--- src/hdl/actx_pkg.sv ---
// Shared types, constants and AES helper functions for the AES-128 CTR keystream block.
`default_nettype none
package actx_pkg;

    localparam int BlockBytes = 16;
    localparam int PosWidth   = 4;
    localparam int QueueDepth = 2;

    localparam logic [1:0] CfgKeyHigh   = 2'd0;
    localparam logic [1:0] CfgKeyLow    = 2'd1;
    localparam logic [1:0] CfgNonceHigh = 2'd2;
    localparam logic [1:0] CfgNonceLow  = 2'd3;

    // One queue entry: a classified byte.
    typedef struct packed {
        logic [7:0]          data;
        logic                new_block;
        logic [PosWidth-1:0] pos;
        logic                restart;
    } entry_t;

    localparam logic [7:0] SBOX [256] = '{
        8'h63,8'h7c,8'h77,8'h7b,8'hf2,8'h6b,8'h6f,8'hc5,8'h30,8'h01,8'h67,8'h2b,8'hfe,8'hd7,8'hab,8'h76,
        8'hca,8'h82,8'hc9,8'h7d,8'hfa,8'h59,8'h47,8'hf0,8'had,8'hd4,8'ha2,8'haf,8'h9c,8'ha4,8'h72,8'hc0,
        8'hb7,8'hfd,8'h93,8'h26,8'h36,8'h3f,8'hf7,8'hcc,8'h34,8'ha5,8'he5,8'hf1,8'h71,8'hd8,8'h31,8'h15,
        8'h04,8'hc7,8'h23,8'hc3,8'h18,8'h96,8'h05,8'h9a,8'h07,8'h12,8'h80,8'he2,8'heb,8'h27,8'hb2,8'h75,
        8'h09,8'h83,8'h2c,8'h1a,8'h1b,8'h6e,8'h5a,8'ha0,8'h52,8'h3b,8'hd6,8'hb3,8'h29,8'he3,8'h2f,8'h84,
        8'h53,8'hd1,8'h00,8'hed,8'h20,8'hfc,8'hb1,8'h5b,8'h6a,8'hcb,8'hbe,8'h39,8'h4a,8'h4c,8'h58,8'hcf,
        8'hd0,8'hef,8'haa,8'hfb,8'h43,8'h4d,8'h33,8'h85,8'h45,8'hf9,8'h02,8'h7f,8'h50,8'h3c,8'h9f,8'ha8,
        8'h51,8'ha3,8'h40,8'h8f,8'h92,8'h9d,8'h38,8'hf5,8'hbc,8'hb6,8'hda,8'h21,8'h10,8'hff,8'hf3,8'hd2,
        8'hcd,8'h0c,8'h13,8'hec,8'h5f,8'h97,8'h44,8'h17,8'hc4,8'ha7,8'h7e,8'h3d,8'h64,8'h5d,8'h19,8'h73,
        8'h60,8'h81,8'h4f,8'hdc,8'h22,8'h2a,8'h90,8'h88,8'h46,8'hee,8'hb8,8'h14,8'hde,8'h5e,8'h0b,8'hdb,
        8'he0,8'h32,8'h3a,8'h0a,8'h49,8'h06,8'h24,8'h5c,8'hc2,8'hd3,8'hac,8'h62,8'h91,8'h95,8'he4,8'h79,
        8'he7,8'hc8,8'h37,8'h6d,8'h8d,8'hd5,8'h4e,8'ha9,8'h6c,8'h56,8'hf4,8'hea,8'h65,8'h7a,8'hae,8'h08,
        8'hba,8'h78,8'h25,8'h2e,8'h1c,8'ha6,8'hb4,8'hc6,8'he8,8'hdd,8'h74,8'h1f,8'h4b,8'hbd,8'h8b,8'h8a,
        8'h70,8'h3e,8'hb5,8'h66,8'h48,8'h03,8'hf6,8'h0e,8'h61,8'h35,8'h57,8'hb9,8'h86,8'hc1,8'h1d,8'h9e,
        8'he1,8'hf8,8'h98,8'h11,8'h69,8'hd9,8'h8e,8'h94,8'h9b,8'h1e,8'h87,8'he9,8'hce,8'h55,8'h28,8'hdf,
        8'h8c,8'ha1,8'h89,8'h0d,8'hbf,8'he6,8'h42,8'h68,8'h41,8'h99,8'h2d,8'h0f,8'hb0,8'h54,8'hbb,8'h16
    };

    function automatic logic [7:0] xtime(input logic [7:0] a);
        xtime = {a[6:0], 1'b0} ^ (a[7] ? 8'h1b : 8'h00);
    endfunction

    // Byte i of a 128-bit block sits at bits [127-8i -: 8].
    function automatic logic [127:0] sub_shift(input logic [127:0] s);
        logic [127:0] r;
        r = '0;
        for (int c = 0; c < 4; c++) begin
            for (int j = 0; j < 4; j++) begin
                r[127 - 8 * (j + 4 * c) -: 8] = SBOX[s[127 - 8 * (j + 4 * ((c + j) % 4)) -: 8]];
            end
        end
        sub_shift = r;
    endfunction

    function automatic logic [127:0] mix_columns(input logic [127:0] t);
        logic [127:0] r;
        logic [7:0]   a0, a1, a2, a3;
        r = '0;
        for (int c = 0; c < 4; c++) begin
            a0 = t[127 - 32 * c -: 8];
            a1 = t[119 - 32 * c -: 8];
            a2 = t[111 - 32 * c -: 8];
            a3 = t[103 - 32 * c -: 8];
            r[127 - 32 * c -: 8] = xtime(a0) ^ xtime(a1) ^ a1 ^ a2 ^ a3;
            r[119 - 32 * c -: 8] = a0 ^ xtime(a1) ^ xtime(a2) ^ a2 ^ a3;
            r[111 - 32 * c -: 8] = a0 ^ a1 ^ xtime(a2) ^ xtime(a3) ^ a3;
            r[103 - 32 * c -: 8] = xtime(a0) ^ a0 ^ a1 ^ a2 ^ xtime(a3);
        end
        mix_columns = r;
    endfunction

    function automatic logic [127:0] next_round_key(input logic [127:0] k,
                                                    input logic [7:0] rcon);
        logic [31:0] w, w0, w1, w2, w3;
        w  = {SBOX[k[23:16]] ^ rcon, SBOX[k[15:8]], SBOX[k[7:0]], SBOX[k[31:24]]};
        w0 = k[127:96] ^ w;
        w1 = k[95:64] ^ w0;
        w2 = k[63:32] ^ w1;
        w3 = k[31:0] ^ w2;
        next_round_key = {w0, w1, w2, w3};
    endfunction

endpackage
`default_nettype wire

--- src/hdl/actx_queue.sv ---
// Short FIFO between the classifying front end and the cipher back end.
`default_nettype none
module actx_queue (
    input  wire logic            clk,
    input  wire logic            rst_n,
    input  wire logic            push,
    input  actx_pkg::entry_t     push_entry,
    output logic                 full,
    input  wire logic            pop,
    output logic                 not_empty,
    output actx_pkg::entry_t     head
);
    import actx_pkg::*;

    localparam int AW = $clog2(QueueDepth);

    entry_t          mem_reg [QueueDepth];
    logic [AW-1:0]   wp_reg, rp_reg;
    logic [AW:0]     cnt_reg;

    assign full      = (cnt_reg == (AW+1)'(QueueDepth));
    assign not_empty = (cnt_reg != '0);
    assign head      = mem_reg[rp_reg];

    always_ff @(posedge clk)
    begin
        if (push)
        begin
            mem_reg[wp_reg] <= push_entry;
        end
    end

    always_ff @(posedge clk or negedge rst_n)
    begin
        if (!rst_n)
        begin
            wp_reg  <= '0;
            rp_reg  <= '0;
            cnt_reg <= '0;
        end
        else
        begin
            if (push)
            begin
                wp_reg <= wp_reg + AW'(1);
            end
            if (pop)
            begin
                rp_reg <= rp_reg + AW'(1);
            end
            cnt_reg <= cnt_reg + {{AW{1'b0}}, push} - {{AW{1'b0}}, pop};
        end
    end
endmodule
`default_nettype wire

--- config.mk ---
export PLATFORM = sky130hd
export DESIGN_NAME = actx_queue
export DESIGN_NICKNAME = d
export VERILOG_FILES = /design/src/hdl/actx_pkg.sv /design/src/hdl/actx_queue.sv
export SDC_FILE = /design/constraint.sdc
export NUM_CORES = 1
export LEC_CHECK = 0
export BUFFER_PORTS_ARGS = -buffer_cell sky130_fd_sc_hd__buf_2
export CAP_MARGIN = 20
export CORE_ASPECT_RATIO = 0.5
export CORE_MARGIN = 8
export CORE_UTILIZATION = 45
export CTS_CLUSTER_DIAMETER = 80
export CTS_CLUSTER_SIZE = 40
export DETAILED_ROUTE_END_ITERATION = 16
export PLACE_DENSITY = 0.7
export SETUP_SLACK_MARGIN = 0.05
export SKIP_CTS_REPAIR_TIMING = 1
export SYNTH_ARGS = -nofsm -noshare
export SYNTH_HDL_FRONTEND = slang
export SYNTH_SLANG_ARGS = --single-unit
--- constraint.sdc ---
create_clock -name clk -period 1.8 [get_ports clk]
set_input_delay 0.45 -clock clk [delete_from_list [all_inputs] [get_ports clk]]
set_output_delay 0.45 -clock clk [all_outputs]
set_load 0.03 [all_outputs]
==> results.sh <==
export IMPL_yosys_warnings=0
export IMPL_remaining_drc_errors=0
export IMPL_tightest_slew_ns=0.188
export IMPL_core_area_sq_mm=0.00264
export IMPL_synth_area_leaders="edfxtp_1, mux2_4, dfrtp_1"
export IMPL_largest_reg_flops=28
export IMPL_grt_max_degree=15
export IMPL_via_per_inst=4.50
export IMPL_grt_pass1_vias=694
export IMPL_hp_class="primary input to flop"
export IMPL_status="completed"
export IMPL_antenna_found_initial=0
export IMPL_nets=123
export IMPL_antenna_cells=0
export IMPL_hold_path_depth=1
export IMPL_ff_latch_area_sq_um=941
export IMPL_finalSetupViolCount=0
export IMPL_period_share_pct=98.4
export IMPL_drt_total_wl_um=2060
export IMPL_gp_congestion=0.652
export IMPL_period_needed_ns=1.77
export IMPL_netlist_area_sq_mm=0.00126
export IMPL_grt_pass1_wl_um=3240
export IMPL_hold_viol=0
export IMPL_final_util_pct=59.8
export IMPL_endpoint_kind="output port"
export IMPL_dieArea_sq_mm=0.00486
export IMPL_ys_types=13
export IMPL_syn2layout_area_growth_pct=24.9
export IMPL_multiInputGateArea_sq_um=283
export IMPL_path_class="flop to output port"
export IMPL_via_count=634
export IMPL_pin_count=34
export IMPL_wire_per_inst_um=14.6
export IMPL_synth_area_leader_cell="edfxtp_1"
export IMPL_avgSynthCellArea_sq_um=21.4
export IMPL_cts_buffers_inserted=5
export IMPL_cts_root_buffer="clkbuf_8"
export IMPL_tns_ns=0
export IMPL_gr_usage_all_layers_pct=9.00
export IMPL_maxSlewHeadroom_pct=87.4
export IMPL_p_leak_uw=0.000668
export IMPL_crit_arrival_ns=1.32
export IMPL_finClkSkew_ns=0.00342
export IMPL_drive_gt1_share_pct=57.7
export IMPL_clk_pin_slew_worst_paths_ns=0.06
export IMPL_ant_nets=0
export IMPL_final_max_slew_viol_count=0
export IMPL_synth_seq_area_share_pct=74.5
export IMPL_row_count=13
export IMPL_fillers=201
export IMPL_synth_seq_cells=32
export IMPL_ir_drop_mv=0.580
export IMPL_cts_htree_levels=2
export IMPL_synth_fp_nets=79
export IMPL_drt_first_pass_iters=4
export IMPL_powerDensity_mw_per_mm2=1660
export IMPL_cts_sinks=32
export IMPL_initial_core_util_pct=47.9
export IMPL_insertion_delay_ns=0.27
export IMPL_synth_top_cell_area_share_pct=66.6
export IMPL_die_h_um=53.5
export IMPL_syn_inst=59
export IMPL_cp_max_fo=10
export IMPL_clk_path_buf_depth=2
export IMPL_maxCapViolations=0
export IMPL_hpwl_um=1600
export IMPL_cp_start_kind="flop"
export IMPL_numPortBuffers=33
export IMPL_reg2reg_depth=5
export IMPL_cts_tree="built"
export IMPL_drt_initial_drc_count=27
export IMPL_rsz0062_at_grt="yes"
export IMPL_required_ns=1.35
export IMPL_grt_overflow=0
export IMPL_fmax_mhz=565
export IMPL_die_width_um=90.9
==> cell families after synthesis <==
family                     Yosys count  synth area share (%)
and+or+nand+nor                      4                  1.98
muxes                               14                  15.2
xor gates and xnor gates             3                  3.27
DFF                                 32                  74.5
buffers and inverters                4                  3.07
adders and majority gates            2                  1.98
==> path summary, 6_finish.rpt <==
check / start / to / slack, ns
setup / recovery: rp_reg / head[5] / 0.03
hold / removal: push_entry[12] / mem_reg[1][12] / 0.37
setup reg to reg: cnt_reg[0] / cnt_reg[1] / 0.57
hold reg to reg: wp_reg / wp_reg / 0.50
max in group asynchronous: rst_n / rp_reg / 1.17
min in group asynchronous: rst_n / wp_reg / 0.51
==> worst max-delay path, stage by stage, from the launching register on <==
cell and delay [ns]:
dfrtp_1 0.37, buf_6 0.19, mux2_4 0.31, buf_2 0.18
==> cell usage in the layout (no fill, tap or decap), types with 2 or more instances in the layout <==
master and instances:
buf_2 33, buf_4 4, clkbuf_8 5, clkinv_2 2, dfrtp_1 4, edfxtp_1 28, ha_1 2, inv_1 2
mux2_2 5, mux2_4 9, nor2b_1 2, xor2_1 2
==> layer usage <==
layer,vias to the layer above,part of all wire [%],GRT usage (%)
met5,-,0,0
met4,0,1.3,5.63
met3,2,4.9,4.23
met2,18,57,16.6
met1,305,37,8.33
li1,309,-,-
==> cell type report <==
cell class                 count  area share (%)
tap                           37            2.94
timing repair buffer          39            13.7
inverter                       2           0.476
multi-input combinational     23            17.9
clock inverter                 3           0.873
sequential                    32            59.7
clock buffer                   5            4.37
==> stage by stage <==
step | hold slack [ns] | worst slack [ns] | power (uW) | cells | area, sq um
2_1_floorplan | 0.154 | 0.285 | 1910 | 59 | 1260
3_3_place_gp | 0.259 | 0.328 | 2090 | 132 | 1480
3_5_place_dp | 0.263 | 0.286 | 2150 | 132 | 1480
4_1_cts | -0.0334 | -0.0125 | 2650 | 140 | 1560
5_1_grt | 0.351 | -0.0198 | 2760 | 141 | 1580
6_report | 0.367 | 0.0287 | 2620 | 141 | 1580
==> synth_stat cells <==
| master | n |
|---|---|
| mux2_4 | 9 |
| buf_6 | 1 |
| inv_1 | 2 |
| or2_2 | 1 |
| and2_1 | 1 |
| buf_12 | 1 |
| nor2b_1 | 2 |
| edfxtp_1 | 28 |
| mux2_2 | 5 |
| xor3_1 | 1 |
| ha_1 | 2 |
| dfrtp_1 | 4 |
| xor2_1 | 2 |
==> power by group <==
group / switching [uW] / internal, uW
Sequential: 64.5 / 1000
Combinational: 606 / 452
Clock: 234 / 261
Note: power is estimated with default switching activity, not from simulation.
