===== config.mk =====
export PLATFORM = sky130hd
export DESIGN_NAME = actx_front
export DESIGN_NICKNAME = d
export VERILOG_FILES = /design/src/hdl/actx_pkg.sv /design/src/hdl/actx_front.sv
export SDC_FILE = /design/constraint.sdc
export NUM_CORES = 1
export LEC_CHECK = 0
export BUFFER_PORTS_ARGS = -buffer_cell sky130_fd_sc_hd__buf_2
export CORE_AREA = 2 2 39 41
export CTS_CLUSTER_DIAMETER = 30
export DETAILED_ROUTE_END_ITERATION = 12
export DIE_AREA = 0 0 41 43
export PLACE_DENSITY = 0.59
export SLEW_MARGIN = 20
export SYNTH_ARGS = -nofsm -noshare
export SYNTH_HDL_FRONTEND = slang
export SYNTH_SLANG_ARGS = --single-unit

===== constraint.sdc =====
create_clock -name clk -period 0.8 [get_ports clk]
set_input_delay 0.08 -clock clk [delete_from_list [all_inputs] [get_ports clk]]
set_output_delay 0.08 -clock clk [all_outputs]
set_load 0.01 [all_outputs]

===== src/hdl/actx_pkg.sv =====
// Shared types, constants and AES helper functions for the AES-128 CTR keystream block.
`default_nettype none
package actx_pkg;

    localparam int BlockBytes = 16;
    localparam int PosWidth   = 4;
    localparam int QueueDepth = 2;

    localparam logic [1:0] CfgKeyHigh   = 2'd0;
    localparam logic [1:0] CfgKeyLow    = 2'd1;
    localparam logic [1:0] CfgNonceHigh = 2'd2;
    localparam logic [1:0] CfgNonceLow  = 2'd3;

    // One queue entry: a classified byte.
    typedef struct packed {
        logic [7:0]          data;
        logic                new_block;
        logic [PosWidth-1:0] pos;
        logic                restart;
    } entry_t;

    localparam logic [7:0] SBOX [256] = '{
        8'h63,8'h7c,8'h77,8'h7b,8'hf2,8'h6b,8'h6f,8'hc5,8'h30,8'h01,8'h67,8'h2b,8'hfe,8'hd7,8'hab,8'h76,
        8'hca,8'h82,8'hc9,8'h7d,8'hfa,8'h59,8'h47,8'hf0,8'had,8'hd4,8'ha2,8'haf,8'h9c,8'ha4,8'h72,8'hc0,
        8'hb7,8'hfd,8'h93,8'h26,8'h36,8'h3f,8'hf7,8'hcc,8'h34,8'ha5,8'he5,8'hf1,8'h71,8'hd8,8'h31,8'h15,
        8'h04,8'hc7,8'h23,8'hc3,8'h18,8'h96,8'h05,8'h9a,8'h07,8'h12,8'h80,8'he2,8'heb,8'h27,8'hb2,8'h75,
        8'h09,8'h83,8'h2c,8'h1a,8'h1b,8'h6e,8'h5a,8'ha0,8'h52,8'h3b,8'hd6,8'hb3,8'h29,8'he3,8'h2f,8'h84,
        8'h53,8'hd1,8'h00,8'hed,8'h20,8'hfc,8'hb1,8'h5b,8'h6a,8'hcb,8'hbe,8'h39,8'h4a,8'h4c,8'h58,8'hcf,
        8'hd0,8'hef,8'haa,8'hfb,8'h43,8'h4d,8'h33,8'h85,8'h45,8'hf9,8'h02,8'h7f,8'h50,8'h3c,8'h9f,8'ha8,
        8'h51,8'ha3,8'h40,8'h8f,8'h92,8'h9d,8'h38,8'hf5,8'hbc,8'hb6,8'hda,8'h21,8'h10,8'hff,8'hf3,8'hd2,
        8'hcd,8'h0c,8'h13,8'hec,8'h5f,8'h97,8'h44,8'h17,8'hc4,8'ha7,8'h7e,8'h3d,8'h64,8'h5d,8'h19,8'h73,
        8'h60,8'h81,8'h4f,8'hdc,8'h22,8'h2a,8'h90,8'h88,8'h46,8'hee,8'hb8,8'h14,8'hde,8'h5e,8'h0b,8'hdb,
        8'he0,8'h32,8'h3a,8'h0a,8'h49,8'h06,8'h24,8'h5c,8'hc2,8'hd3,8'hac,8'h62,8'h91,8'h95,8'he4,8'h79,
        8'he7,8'hc8,8'h37,8'h6d,8'h8d,8'hd5,8'h4e,8'ha9,8'h6c,8'h56,8'hf4,8'hea,8'h65,8'h7a,8'hae,8'h08,
        8'hba,8'h78,8'h25,8'h2e,8'h1c,8'ha6,8'hb4,8'hc6,8'he8,8'hdd,8'h74,8'h1f,8'h4b,8'hbd,8'h8b,8'h8a,
        8'h70,8'h3e,8'hb5,8'h66,8'h48,8'h03,8'hf6,8'h0e,8'h61,8'h35,8'h57,8'hb9,8'h86,8'hc1,8'h1d,8'h9e,
        8'he1,8'hf8,8'h98,8'h11,8'h69,8'hd9,8'h8e,8'h94,8'h9b,8'h1e,8'h87,8'he9,8'hce,8'h55,8'h28,8'hdf,
        8'h8c,8'ha1,8'h89,8'h0d,8'hbf,8'he6,8'h42,8'h68,8'h41,8'h99,8'h2d,8'h0f,8'hb0,8'h54,8'hbb,8'h16
    };

    function automatic logic [7:0] xtime(input logic [7:0] a);
        xtime = {a[6:0], 1'b0} ^ (a[7] ? 8'h1b : 8'h00);
    endfunction

    // Byte i of a 128-bit block sits at bits [127-8i -: 8].
    function automatic logic [127:0] sub_shift(input logic [127:0] s);
        logic [127:0] r;
        r = '0;
        for (int c = 0; c < 4; c++) begin
            for (int j = 0; j < 4; j++) begin
                r[127 - 8 * (j + 4 * c) -: 8] = SBOX[s[127 - 8 * (j + 4 * ((c + j) % 4)) -: 8]];
            end
        end
        sub_shift = r;
    endfunction

    function automatic logic [127:0] mix_columns(input logic [127:0] t);
        logic [127:0] r;
        logic [7:0]   a0, a1, a2, a3;
        r = '0;
        for (int c = 0; c < 4; c++) begin
            a0 = t[127 - 32 * c -: 8];
            a1 = t[119 - 32 * c -: 8];
            a2 = t[111 - 32 * c -: 8];
            a3 = t[103 - 32 * c -: 8];
            r[127 - 32 * c -: 8] = xtime(a0) ^ xtime(a1) ^ a1 ^ a2 ^ a3;
            r[119 - 32 * c -: 8] = a0 ^ xtime(a1) ^ xtime(a2) ^ a2 ^ a3;
            r[111 - 32 * c -: 8] = a0 ^ a1 ^ xtime(a2) ^ xtime(a3) ^ a3;
            r[103 - 32 * c -: 8] = xtime(a0) ^ a0 ^ a1 ^ a2 ^ xtime(a3);
        end
        mix_columns = r;
    endfunction

    function automatic logic [127:0] next_round_key(input logic [127:0] k,
                                                    input logic [7:0] rcon);
        logic [31:0] w, w0, w1, w2, w3;
        w  = {SBOX[k[23:16]] ^ rcon, SBOX[k[15:8]], SBOX[k[7:0]], SBOX[k[31:24]]};
        w0 = k[127:96] ^ w;
        w1 = k[95:64] ^ w0;
        w2 = k[63:32] ^ w1;
        w3 = k[31:0] ^ w2;
        next_round_key = {w0, w1, w2, w3};
    endfunction

endpackage
`default_nettype wire


===== src/hdl/actx_front.sv =====
// Front end: byte position tracking and classification of each beat into the queue.
`default_nettype none
module actx_front (
    input  wire logic            clk,
    input  wire logic            rst_n,
    input  wire logic            in_valid,
    output logic                 in_stall,
    input  wire logic [7:0]      data_byte,
    input  wire logic            restart,
    output logic                 q_push,
    output actx_pkg::entry_t     q_entry,
    input  wire logic            q_full
);
    import actx_pkg::*;

    logic [PosWidth-1:0] pos_reg, pos_next;
    logic [PosWidth-1:0] cur_pos;

    assign in_stall = q_full;
    assign q_push   = in_valid && !q_full;
    assign cur_pos  = restart ? '0 : pos_reg;

    always_comb
    begin
        q_entry.data      = data_byte;
        q_entry.pos       = cur_pos;
        q_entry.restart   = restart;
        q_entry.new_block = (cur_pos == '0);
        pos_next          = q_push ? cur_pos + PosWidth'(1) : pos_reg;
    end

    always_ff @(posedge clk or negedge rst_n)
    begin
        if (!rst_n)
        begin
            pos_reg <= '0;
        end
        else
        begin
            pos_reg <= pos_next;
        end
    end
endmodule
`default_nettype wire


==> flow_summary.yaml <==
status:
  failing_checks: "setup timing"
  run_status: "finished with violations"
setup_path:
  path_delay_family: "simple AND/OR/NAND/NOR gates"
  startpoint_type: "flop"
  cp_slowest_cell: "dfrtp_1"
  max_stage_delay_ns: 0.38
  worst-endpoint-arrival_ns: 1.18
  cp.buffers_inverters: 1
  path_class: "reg2out"
  critPathCaptureType: "primary output"
  worstPathCellList: "and2b_4, nor4_4, buf_2"
  worstPathRequired_ns: 0.72
  worst-path-max-fanout: 2
detailed_routing:
  number_of_vias_per_cell: 4.426
  number_of_vias_after_detailed_routing: 301
  drt-total-wl_microns: 773
  drt-wirelength-per-cell_microns: 11.37
  detailedRoute.firstIterationViolations: 4
  detail_route.drc_violations: 0
  drtPass1Iterations: 4
  antenna_violating_nets_post_route: 0
power_and_ir_drop:
  power.static_leakage_nw: 0.2483
  post-layout-total-power_w: 0.001135
  pwrdens_mw_per_mm2: 2257
  max-vdd-ir-drop_v: 0.0006789
sta:
  finalHoldViolations: 0
  clock_skew_ns: 0.004602
  max_slew_margin: 0.8516
  rsz0062_at_grt: "true"
  slew_violations: 0
  setup-violations-final: 9
  post-route-period-util: 1.576
  fmaxAchievable_mhz: 793.1
  layout_min_cycle_time_ns: 1.261
  setup_slack_ns: -0.4609
  tightest_slew_ns: 0.2205
synthesis:
  mappedNetlistNets: 49
  ys_warn_count: 0
  synth_simple_gate_area_share: 0.2852
  synth_compound_gate_area_share: 0.1065
  post_synthesis_sequential_area_ratio: 0.3042
  synth-seq-cells: 4
  synthMuxAreaShare: 0.03042
  synth-adder-area-share: 0
  synth.avg_cell_area_sq_um: 9.141
  netlist-cell-type-count: 17
  syn_inst: 36
  synth_top_family_by_area: "simple AND/OR/NAND/NOR gates"
  synth_area_sq_um: 329.1
  synth_xor_xnor_area_share: 0
finish:
  finalInstanceArea_sq_um: 503.0
  syn_to_layout_area_delta_pct: 52.85
  final_core_utilization: 0.3635
  finalNetCount: 67
  largest_reg_flops: 4
  layout_common_cells: "9 x buf_2, 9 x buf_4, 5 x buf_6"
  antenna_cells: 0
  num-fill-cells: 146
  final_layout_size_suffix_gt1_frac: 0.7115
  post_layout_nonfiller_instances: 68
placement:
  detailedPlacementHpwl_microns: 549.8
  dp_worst_setup_slack_ns: -0.2552
  place_inst: 60
  place_congestion: 0.7237
  detailed_place.area_sq_um: 391.6
  port_buffers: 12
global_route:
  globalRoute.busiestLayer: "met2"
  met2_usage: 0.1625
  groute.layer.met3.usage: 0.03141
  grt_util_met1: 0.1327
  grt_max_degree: 7
  grt_util_all_layers: 0.1187
  grt_pass1_wl_microns: 1297
  grt-ovfl-total: 0
  first_global_vias: 310
  grt_antenna_before_repair: 0
floorplanning:
  die-width_microns: 41
  ios: 29
  chipHeight_microns: 43
  fp.dieArea_sq_mm: 0.001763
  start_util: 0.2378
  std_cell_rows: 14
  coreArea_sq_mm: 0.001384
clock_network:
  cts_inserted_buffers: 3
  sinks_on_the_clock_net: 4
  cts_root_buf: "clkbuf_4"
  clkSlewWorstSetupHoldPaths_ns: 0.04
  cts_tree: "built"
  cts_h_tree_lvls: 1
  clock_insertion_delay_worst_skew_ns: 0.24
  clk_path_buf_depth: 2
min_path:
  holdCritPathClass: "in2out"
job:
  max_cap_viol_count: 0
==> path summary, 6_finish.rpt <==
kind	endpoint	startpoint	slack (ns)	depth (start not counted)
min in group asynchronous	pos_reg[3]	rst_n	0.18	2
max in group asynchronous	pos_reg[1]	rst_n	0.49	2
worst min register to register	pos_reg[3]	pos_reg[3]	0.61	2
worst max-delay path	q_entry[5]	pos_reg[0]	-0.46	3
worst min-delay path	q_entry[13]	data_byte[7]	0.16	0
worst max register to register	pos_reg[3]	pos_reg[1]	-0.24	4
==> per-stage QoR <==
stage	hold WS, ns	setup TNS (ns)
final	0.1600	-2.038
after global routing	0.1600	-2.409
after CTS	0.1601	-2.074
after detailed placement	-0.1091	-1.022
after global placement	-0.1063	-0.9072
after floorplan	-0.2156	-0.4027
==> power breakdown <==
part / internal [W] / leakage (nW) / switching, W
combinational: 0.000342 / 0.186 / 0.000242
sequential: 0.000256 / 0.0483 / 0.0000389
clock: 0.000168 / 0.0138 / 0.0000871
total: 0.000767 / 0.248 / 0.000368
==> repair_timing <==
item,CTS,global route
endpoints found under the setup margin,9,9
pin swaps,2,3
resized for setup,14,0
buffers inserted,3,1
hold buffers,1,0
gates cloned,0,0
hold endpoints to repair,4,0
==> Yosys cell counts <==
master	instances	area, sq um
nor3b_1	1	7.510
nor2b_1	2	12.51
buf_6	1	11.26
buf_4	10	75.07
nand2_1	2	7.510
a21oi_1	1	5.000
o21ai_0	4	20.02
inv_1	1	3.750
nor2_1	1	3.750
mux2i_1	1	10.01
a221o_1	1	10.01
nor4_2	1	12.51
and2b_4	2	20.02
dfrtp_1	4	100.1
nor4_1	1	6.260
nand2b_4	1	13.76
nand3_1	2	10.01
==> cell families (layout without fill, tap and decap cells) <==
group / after synthesis / count (layout)
AND/OR/NAND/NOR: 13 / 13
buffers and inverters: 12 / 28
AO/OA/AOI/OAI: 6 / 6
flip-flops: 4 / 4
multiplexers: 1 / 1
==> cell type report <==
type | count | area, sq um | share of cell area
Tap cell | 16 | 20.02 | 0.03980
Sequential cell | 4 | 100.1 | 0.1990
Inverter | 1 | 3.754 | 0.007463
Multi-Input combinational cell | 20 | 177.7 | 0.3532
Clock buffer | 3 | 22.52 | 0.04478
Timing Repair Buffer | 24 | 178.9 | 0.3557
==> layer usage <==
layer  part of all wire  wire length (microns)
met1               0.36                    279
met2               0.53                    412
met3              0.079                     61
met4              0.025                     19
met5                  0                      0
==> worst reg2reg max path, stage by stage (launching register included) <==
cell and delay, ns:
dfrtp_1 0.40, buf_4 0.15, nand3_2 0.07, nor4_1 0.04
a221o_1 0.26
(Power assumes the default switching activity.)
